[src/rtl/core/mses_pkg.sv]
// Package for the millisecond event scheduler.
// Holds sizes, result kind codes and the controller/datapath command and status structs.
// No dependencies.
package mses_pkg;

   localparam int EVENT_SLOTS = 16;
   localparam int SLOT_BITS   = $clog2(EVENT_SLOTS);
   localparam int CNT_BITS    = $clog2(EVENT_SLOTS + 1);
   localparam int ID_BITS     = 8;
   localparam int DELAY_BITS  = 16;
   localparam int NOW_BITS    = 16;
   localparam int KIND_BITS   = 2;
   localparam int REQ_BITS    = 24;
   localparam int RSP_BITS    = 32;

   localparam logic [KIND_BITS-1:0] KIND_ACK  = 2'd0;
   localparam logic [KIND_BITS-1:0] KIND_FIRE = 2'd1;
   localparam logic [KIND_BITS-1:0] KIND_DONE = 2'd2;

   typedef struct packed {
      logic latch;
      logic load_ack;
      logic tick_start;
      logic rd_issue;
      logic keep_write;
      logic load_fire;
      logic load_done;
   } cmd_type;

   typedef struct packed {
      logic action;
      logic scan_end;
      logic rem_zero;
      logic out_free;
   } stat_type;

endpackage

[src/rtl/core/mses_ctrl.sv]
// Controller state machine for the millisecond event scheduler.
// Depends on mses_pkg; drives commands to mses_dpath and reads its status.
module mses_ctrl (
   input  logic              clock,
   input  logic              reset,
   input  logic              req_tvalid,
   output logic              req_tready,
   input  mses_pkg::stat_type stat,
   output mses_pkg::cmd_type  cmd
);
   import mses_pkg::*;

   typedef enum logic [2:0] {
      ST_IDLE,
      ST_DISPATCH,
      ST_READ,
      ST_EVAL,
      ST_DONE
   } state_type;

   state_type state_ff;
   state_type state_in;

   always_comb begin
      state_in = state_ff;
      cmd      = '0;
      case (state_ff)
         ST_IDLE: begin
            if (req_tvalid) begin
               cmd.latch = 1'b1;
               state_in  = ST_DISPATCH;
            end
         end
         ST_DISPATCH: begin
            if (stat.action) begin
               if (stat.out_free) begin
                  cmd.load_ack = 1'b1;
                  state_in     = ST_IDLE;
               end
            end else begin
               cmd.tick_start = 1'b1;
               state_in       = ST_READ;
            end
         end
         ST_READ: begin
            if (stat.scan_end) begin
               state_in = ST_DONE;
            end else begin
               cmd.rd_issue = 1'b1;
               state_in     = ST_EVAL;
            end
         end
         ST_EVAL: begin
            if (stat.rem_zero) begin
               if (stat.out_free) begin
                  cmd.load_fire = 1'b1;
                  state_in      = ST_READ;
               end
            end else begin
               cmd.keep_write = 1'b1;
               state_in       = ST_READ;
            end
         end
         ST_DONE: begin
            if (stat.out_free) begin
               cmd.load_done = 1'b1;
               state_in      = ST_IDLE;
            end
         end
         default: begin
            state_in = ST_IDLE;
         end
      endcase
   end

   assign req_tready = (state_ff == ST_IDLE);

   always_ff @(posedge clock) begin
      if (reset) begin
         state_ff <= ST_IDLE;
      end else begin
         state_ff <= state_in;
      end
   end

endmodule

[src/rtl/core/mses_dpath.sv]
// Datapath for the millisecond event scheduler: slot memory, counters, result register.
// Depends on mses_pkg; controlled by mses_ctrl through cmd_type and stat_type.
module mses_dpath (
   input  logic                                clock,
   input  logic                                reset,
   input  logic [mses_pkg::REQ_BITS-1:0]       req_tdata,
   input  logic                                req_tuser,
   input  mses_pkg::cmd_type                   cmd,
   output mses_pkg::stat_type                  stat,
   output logic                                rsp_tvalid,
   input  logic                                rsp_tready,
   output logic [mses_pkg::RSP_BITS-1:0]       rsp_tdata,
   output logic [mses_pkg::KIND_BITS-1:0]      rsp_tuser,
   output logic                                rsp_tlast
);
   import mses_pkg::*;

   logic [DELAY_BITS-1:0] rem_mem [EVENT_SLOTS];
   logic [ID_BITS-1:0]    evt_mem [EVENT_SLOTS];

   logic                  action_ff;
   logic [DELAY_BITS-1:0] delay_ff;
   logic [ID_BITS-1:0]    id_ff;
   logic [NOW_BITS-1:0]   now_ff, now_in;
   logic [CNT_BITS-1:0]   used_ff, used_in;
   logic [CNT_BITS-1:0]   idx_ff, idx_in;
   logic [CNT_BITS-1:0]   keep_ff, keep_in;
   logic [DELAY_BITS-1:0] rd_rem_ff;
   logic [ID_BITS-1:0]    rd_evt_ff;

   logic                  rsp_valid_ff, rsp_valid_in;
   logic [KIND_BITS-1:0]  rsp_kind_ff, rsp_kind_in;
   logic                  rsp_status_ff, rsp_status_in;
   logic [ID_BITS-1:0]    rsp_id_ff, rsp_id_in;
   logic [NOW_BITS-1:0]   rsp_now_ff, rsp_now_in;
   logic                  rsp_last_ff, rsp_last_in;

   logic                  id_nonzero;
   logic                  table_full;
   logic                  store;
   logic                  wr_en;
   logic [SLOT_BITS-1:0]  wr_addr;
   logic [DELAY_BITS-1:0] wr_rem;
   logic [ID_BITS-1:0]    wr_evt;
   logic                  load;

   assign id_nonzero = (id_ff != '0);
   assign table_full = (used_ff >= CNT_BITS'(EVENT_SLOTS));
   assign store      = cmd.load_ack && id_nonzero && !table_full;
   assign load       = cmd.load_ack || cmd.load_fire || cmd.load_done;

   assign stat.action   = action_ff;
   assign stat.scan_end = (idx_ff == used_ff);
   assign stat.rem_zero = (rd_rem_ff == '0);
   assign stat.out_free = !rsp_valid_ff || rsp_tready;

   always_comb begin
      wr_en   = store || cmd.keep_write;
      wr_addr = store ? used_ff[SLOT_BITS-1:0] : keep_ff[SLOT_BITS-1:0];
      wr_rem  = store ? delay_ff : rd_rem_ff - DELAY_BITS'(1);
      wr_evt  = store ? id_ff : rd_evt_ff;
   end

   always_comb begin
      now_in  = now_ff;
      used_in = used_ff;
      idx_in  = idx_ff;
      keep_in = keep_ff;
      if (store) begin
         used_in = used_ff + CNT_BITS'(1);
      end
      if (cmd.tick_start) begin
         now_in  = now_ff + NOW_BITS'(1);
         idx_in  = '0;
         keep_in = '0;
      end
      if (cmd.rd_issue) begin
         idx_in = idx_ff + CNT_BITS'(1);
      end
      if (cmd.keep_write) begin
         keep_in = keep_ff + CNT_BITS'(1);
      end
      if (cmd.load_done) begin
         used_in = keep_ff;
      end
   end

   always_comb begin
      rsp_valid_in  = rsp_valid_ff && !rsp_tready;
      rsp_kind_in   = rsp_kind_ff;
      rsp_status_in = rsp_status_ff;
      rsp_id_in     = rsp_id_ff;
      rsp_now_in    = rsp_now_ff;
      rsp_last_in   = rsp_last_ff;
      if (load) begin
         rsp_valid_in  = 1'b1;
         rsp_status_in = cmd.load_ack && id_nonzero && table_full;
         rsp_id_in     = cmd.load_fire ? rd_evt_ff : '0;
         rsp_now_in    = now_ff;
         rsp_last_in   = !cmd.load_fire;
         if (cmd.load_ack) begin
            rsp_kind_in = KIND_ACK;
         end else if (cmd.load_fire) begin
            rsp_kind_in = KIND_FIRE;
         end else begin
            rsp_kind_in = KIND_DONE;
         end
      end
   end

   always_ff @(posedge clock) begin
      if (reset) begin
         now_ff       <= '0;
         used_ff      <= '0;
         rsp_valid_ff <= 1'b0;
      end else begin
         now_ff       <= now_in;
         used_ff      <= used_in;
         rsp_valid_ff <= rsp_valid_in;
      end
   end

   always_ff @(posedge clock) begin
      idx_ff        <= idx_in;
      keep_ff       <= keep_in;
      rsp_kind_ff   <= rsp_kind_in;
      rsp_status_ff <= rsp_status_in;
      rsp_id_ff     <= rsp_id_in;
      rsp_now_ff    <= rsp_now_in;
      rsp_last_ff   <= rsp_last_in;
      if (cmd.latch) begin
         action_ff <= req_tuser;
         delay_ff  <= req_tdata[DELAY_BITS-1:0];
         id_ff     <= req_tdata[DELAY_BITS +: ID_BITS];
      end
   end

   always_ff @(posedge clock) begin
      if (wr_en) begin
         rem_mem[wr_addr] <= wr_rem;
         evt_mem[wr_addr] <= wr_evt;
      end
      if (cmd.rd_issue) begin
         rd_rem_ff <= rem_mem[idx_ff[SLOT_BITS-1:0]];
         rd_evt_ff <= evt_mem[idx_ff[SLOT_BITS-1:0]];
      end
   end

   assign rsp_tvalid = rsp_valid_ff;
   assign rsp_tuser  = rsp_kind_ff;
   assign rsp_tlast  = rsp_last_ff;
   assign rsp_tdata  = {(RSP_BITS - 1 - ID_BITS - NOW_BITS)'(0), rsp_now_ff, rsp_id_ff,
                        rsp_status_ff};

endmodule

[src/rtl/core/ms_event_scheduler.sv]
// Top level of the millisecond event scheduler.
// Depends on mses_pkg, mses_ctrl and mses_dpath.
//
// Channel  Direction  Beat contents
// req      in         tuser: action; tdata: delay_ms, event_id
// rsp      out        tuser: kind; tdata: status, fired_id, now_ms; tlast: last
//
// A schedule request is answered from the dispatch state before the next beat is accepted.
// The slot memory has a single read port; a tick reads it once per event and rewrites
// it for every event that stays.
// Reset clears the counter, the event count and the valid flag of the result register.
// A stalled result register holds the walk until the beat is taken.
module ms_event_scheduler (
   input  logic                               clock,
   input  logic                               reset,
   input  logic                               req_tvalid,
   output logic                               req_tready,
   // [15:0] delay_ms, [23:16] event_id
   input  logic [mses_pkg::REQ_BITS-1:0]      req_tdata,
   // [0] action
   input  logic                               req_tuser,
   output logic                               rsp_tvalid,
   input  logic                               rsp_tready,
   // [0] status, [8:1] fired_id, [24:9] now_ms, [31:25] zero
   output logic [mses_pkg::RSP_BITS-1:0]      rsp_tdata,
   // [1:0] kind
   output logic [mses_pkg::KIND_BITS-1:0]     rsp_tuser,
   output logic                               rsp_tlast
);
   import mses_pkg::*;

   cmd_type  cmd;
   stat_type stat;

   mses_ctrl u_ctrl (
      .clock      (clock),
      .reset      (reset),
      .req_tvalid (req_tvalid),
      .req_tready (req_tready),
      .stat       (stat),
      .cmd        (cmd)
   );

   mses_dpath u_dpath (
      .clock      (clock),
      .reset      (reset),
      .req_tdata  (req_tdata),
      .req_tuser  (req_tuser),
      .cmd        (cmd),
      .stat       (stat),
      .rsp_tvalid (rsp_tvalid),
      .rsp_tready (rsp_tready),
      .rsp_tdata  (rsp_tdata),
      .rsp_tuser  (rsp_tuser),
      .rsp_tlast  (rsp_tlast)
   );

endmodule

[config.mk]
export PLATFORM = sky130hd
export DESIGN_NAME = ms_event_scheduler
export DESIGN_NICKNAME = d
export VERILOG_FILES = /design/src/rtl/core/mses_pkg.sv /design/src/rtl/core/mses_ctrl.sv /design/src/rtl/core/mses_dpath.sv /design/src/rtl/core/ms_event_scheduler.sv
export SDC_FILE = /design/constraint.sdc
export NUM_CORES = 1
export LEC_CHECK = 0
export BUFFER_PORTS_ARGS = -buffer_cell sky130_fd_sc_hd__buf_2
export CAP_MARGIN = 30
export CELL_PAD_IN_SITES_DETAIL_PLACEMENT = 0
export CELL_PAD_IN_SITES_GLOBAL_PLACEMENT = 2
export CORE_ASPECT_RATIO = 1.2
export CORE_MARGIN = 3
export CORE_UTILIZATION = 45
export CTS_CLUSTER_SIZE = 24
export DETAILED_ROUTE_END_ITERATION = 8
export GPL_ROUTABILITY_DRIVEN = 0
export PLACE_DENSITY = 0.76
export SLEW_MARGIN = 25
export SYNTH_ARGS = -nofsm -noshare
export SYNTH_HDL_FRONTEND = slang
export SYNTH_SLANG_ARGS = --single-unit
[constraint.sdc]
create_clock -name clock -period 5.6 [get_ports clock]
set_input_delay 0.28 -clock clock [delete_from_list [all_inputs] [get_ports clock]]
set_output_delay 0.28 -clock clock [all_outputs]
set_load 0.01 [all_outputs]
==> results by group <==
Run status
  – Outcome: finished, final reports clean

Floorplan
  – DIE WIDTH: 197 um
  – Die Y: 235 um
  – Effective utilization at floorplan: 45.9%
  – Core Footprint: 43000 sq um
  – Die area: 46400 sq um
  – I/O pin count: 66
  – Num rows: 83

Detailed routing
  – DR DRC count: 0
  – DRT iter0 DRCs: 819
  – Detailed-route wire length: 43.8 mm
  – Vias per inst: 5.62
  – Antenna-violating nets left: 0
  – Routed len/inst: 23.7 um
  – Routed vias: 10400
  – Drt pass-1 iters: 5

Setup path
  – Max incr delay on CP: 0.80 ns
  – R2r endpoint: u_dpath.evt_mem[0][1]$_DFFE_PP_
  – Critical Path Slowest Stage Cell: nor2_4
  – Worst reg2reg path startpoint: u_dpath.id_ff[5]$_DFFE_PP_
  – Worst path required time: 5.79 ns
  – Reg2Reg Depth: 6
  – Family with the most delay on the worst path: simple AND/OR/NAND/NOR gates
  – Crit. End Element: flop
  – Critical path startpoint: u_dpath.id_ff[5]$_DFFE_PP_
  – Kind of critical path: flop to flop
  – Crit Path Max Fanout: 24
  – Reg-to-reg slack, setup: 1.80 ns
  – Startpoint types: flop
  – Crit-path cells: or4_1 -> o2111ai_2 -> nand2b_1 -> buf_8 -> a31oi_1 -> nor2_4
  – Bufs and invs on worst path: 1
  – Critical Path End: u_dpath.evt_mem[0][1]$_DFFE_PP_
  – CP Depth: 6
  – Worst EP arrival: 3.99 ns

STA
  – FMAX: 263 MHz
  – Minimum clock period after layout: 3.80 ns
  – Worst Skew: 0.0115 ns
  – Final hold vios: 0
  – Final setup viols: 0
  – RSZ-0062 raised after global routing: no
  – Slew Viols, Final: 0
  – Worst-Margin Slew: 0.959 ns
  – Headroom to the max-slew limit: 35.9%
  – Final Cycle Share: 67.8%
  – Total negative setup slack: 0 ns

Placed design
  – PortBufs: 58
  – HPWL Detailed: 27.7 mm

Clocking
  – Clock transition at path regs: 0.06 ns
  – CTS Buf Count: 49
  – Skew-Pair Late Insertion Delay: 0.58 ns
  – Longest Clk Path Bufs: 3
  – CTS Root Cell: clkbuf_16
  – Clock tree from TritonCTS: done
  – Number of H-tree levels: 2
  – CTS resizes: 0
  – Sink Count: 496

GRT
  – Vias in the first global route: 10300
  – First-pass GRT wire length: 65.6 mm
  – Gr busiest metal: met2
  – Largest net degree at the start of global routing: 99
  – Total grt overflow: 0
  – Met2 Use GR: 29.9%
  – GRT Total Usage: 19.0%
  – Initial antenna violation count: 1
  – GR Util met3: 2.99%
  – Met1 Use GR: 27.9%

Pwr
  – Internal power: 6.18 mW
  – Sw frac: 21.7%
  – Sw power: 1.71 mW
  – Combinational power share: 6.8%
  – Sequential share of power: 53.3%
  – Maximum vdd drop: 0.244 mV
  – LEAKAGE: 7.44 nW
  – P per Cell Area: 350 nW/um^2
  – Clk network pwr share: 40.0%

Worst hold path
  – Hold_sp: req_tvalid
  – WHS Path Cells: 4
  – Worst Hold Class: primary input to flop

Logic synthesis
  – #FFs+latches synth: 496
  – Synth top area share: 71.7%
  – Post-Syn Instances: 1168
  – Synth cell types: 54
  – Yosys top cell by area: edfxtp_1
  – Register area share after synthesis: 74.3%
  – Ys flop type: edfxtp_1
  – Synth area leaders: edfxtp_1 72%, mux4_2 5.5%, mux2i_1 3.7%
  – Yosys warns: 0
  – EDFF count, synth: 471
  – Ys async rst share: 0%
  – Synth Area per Inst: 16.9 sq um
  – Post-synthesis cell area: 19700 sq um

Final layout
  – Syn-to-layout area delta: 14.5%
  – Ratio of cells with drive above 1 in the final layout: 19.8%
  – N_diodes: 0
  – Post-layout util: 52.5%
  – Final net count: 1293

Job
  – Max-Cap Viols: 0
==> worst min path at each step <==
stage	endpoint	slack (ns)
finish	u_ctrl.state_ff[1]$_SDFFE_PP0P_	0.1
global route	u_ctrl.state_ff[1]$_SDFFE_PP0P_	0.14
floorplan	u_dpath.used_ff[1]$_SDFFE_PP0P_	0.35
detailed placement	u_dpath.rsp_now_ff[15]$_DFFE_PP_	0.44
global placement	u_dpath.delay_ff[1]$_DFFE_PP_	0.46
CTS	u_ctrl.state_ff[1]$_SDFFE_PP0P_	0.07
==> sequential cells by signal, summed over array words and instances (netlist names), 8 cells and up <==
signal / count
u_dpath.delay_ff: 16
u_dpath.evt_mem: 128
u_dpath.id_ff: 8
u_dpath.now_ff: 16
u_dpath.rd_evt_ff: 8
u_dpath.rd_rem_ff: 16
u_dpath.rem_mem: 256
u_dpath.rsp_id_ff: 8
u_dpath.rsp_now_ff: 16
==> cells in the mapped netlist (3+ instances only) <==
cell type / number
and2_1: 11
buf_4: 10
mux4_2: 48
dfxtp_1: 25
buf_2: 18
xor2_1: 19
clkbuf_1: 38
buf_1: 5
nand2_1: 84
and3_1: 5
ha_1: 6
nand3_1: 14
mux2_2: 24
edfxtp_1: 471
a221oi_1: 24
a211oi_1: 3
or4_1: 4
or3_1: 5
nor3b_1: 3
a22oi_1: 26
mux2i_1: 72
o21ai_0: 64
nor3_1: 12
buf_6: 3
a31oi_1: 9
a21oi_1: 32
inv_1: 12
xnor2_1: 21
nor2_1: 58
nand4_1: 4
nor4_1: 9
==> stage by stage <==
stage	std cells	hold WS (ns)	worst slack (ns)	area [sq um]	total power, mW
after detailed placement	1732	0.442	1.77	20700	4.80
after floorplan	1174	0.348	1.91	19700	4.59
after global placement	1726	0.456	1.49	20600	4.78
final	1848	0.0964	1.80	22600	7.89
after global routing	1848	0.136	1.63	22600	8.17
after CTS	1846	0.0656	1.75	22500	7.97
==> power groups by stage <==
stage	sequential (mW)	combinational, mW	clock, mW
after floorplan	4.27	0.327	0
after global routing	4.21	0.582	3.38
after detailed placement	4.28	0.519	0
final	4.20	0.533	3.15
after global placement	4.28	0.499	0
after CTS	4.21	0.534	3.23
==> cell families (layout without fill, tap and decap cells) <==
family | after synthesis | count (layout) | synth area share, %
and+or+nand+nor | 224 | 224 | 5.44
adders and majority gates | 6 | 6 | 0.381
AOI/OAI and AO/OA | 170 | 170 | 5.51
DFF | 496 | 496 | 74.3
other | 1 | 7 | 0.0190
muxes | 144 | 144 | 10.5
buffers and inverters | 87 | 209 | 2.08
xor gates and xnor gates | 40 | 40 | 1.78
==> tightest hold or removal path, delay by kind of cell <==
family / cells / cell delay [ns]
AO/OA/AOI/OAI: 2 / 0.19
buffers and inverters: 2 / 0.15
==> timing repair <==
item | CTS | global route
hold buffers | 25 | 0
setup endpoints to repair | 0 | 0
setup buffers | 0 | 0
hold endpoints to repair | 25 | 0
==> layer usage <==
layer	routed length [um]	vias to the layer above	part of all wire, %
li1	-	4748	-
met1	19700	5289	45
met2	20900	293	48
met4	926	0	2.1
met3	2280	62	5.2
met5	0	-	0
==> cell usage in the layout (no fill, tap or decap), types with 9 or more instances in the layout <==
cell           netlist  final
clkbuf_1            38     15
nor2_1              58     42
xor2_1              19     19
a21oi_1             32     30
mux2_2              24     24
nor3_1              12     12
xnor2_1             21     21
and2_1              11     10
a31oi_1              9      9
buf_4               10     18
dfxtp_1             25     25
buf_2               18     58
dlygate4sd3_1        0     25
inv_1               12     12
nand2_1             84     84
a221oi_1            24     24
nor2_4               0     16
nand3_1             14     14
mux4_2              48     48
nor4_1               9      9
o21ai_0             64     52
edfxtp_1           471    471
mux2i_1             72     72
clkbuf_16            0     51
a22oi_1             26     26
==> layout make-up <==
cell class                 count  area (sq um)
tap                          552           691
multi-input combinational    591          4850
timing repair buffer         108           811
sequential                   496         14600
clock inverter                21           178
inverter                      12          45.0
clock buffer                  68          1360
fill                        3491         20400
(Power assumes the default switching activity.)
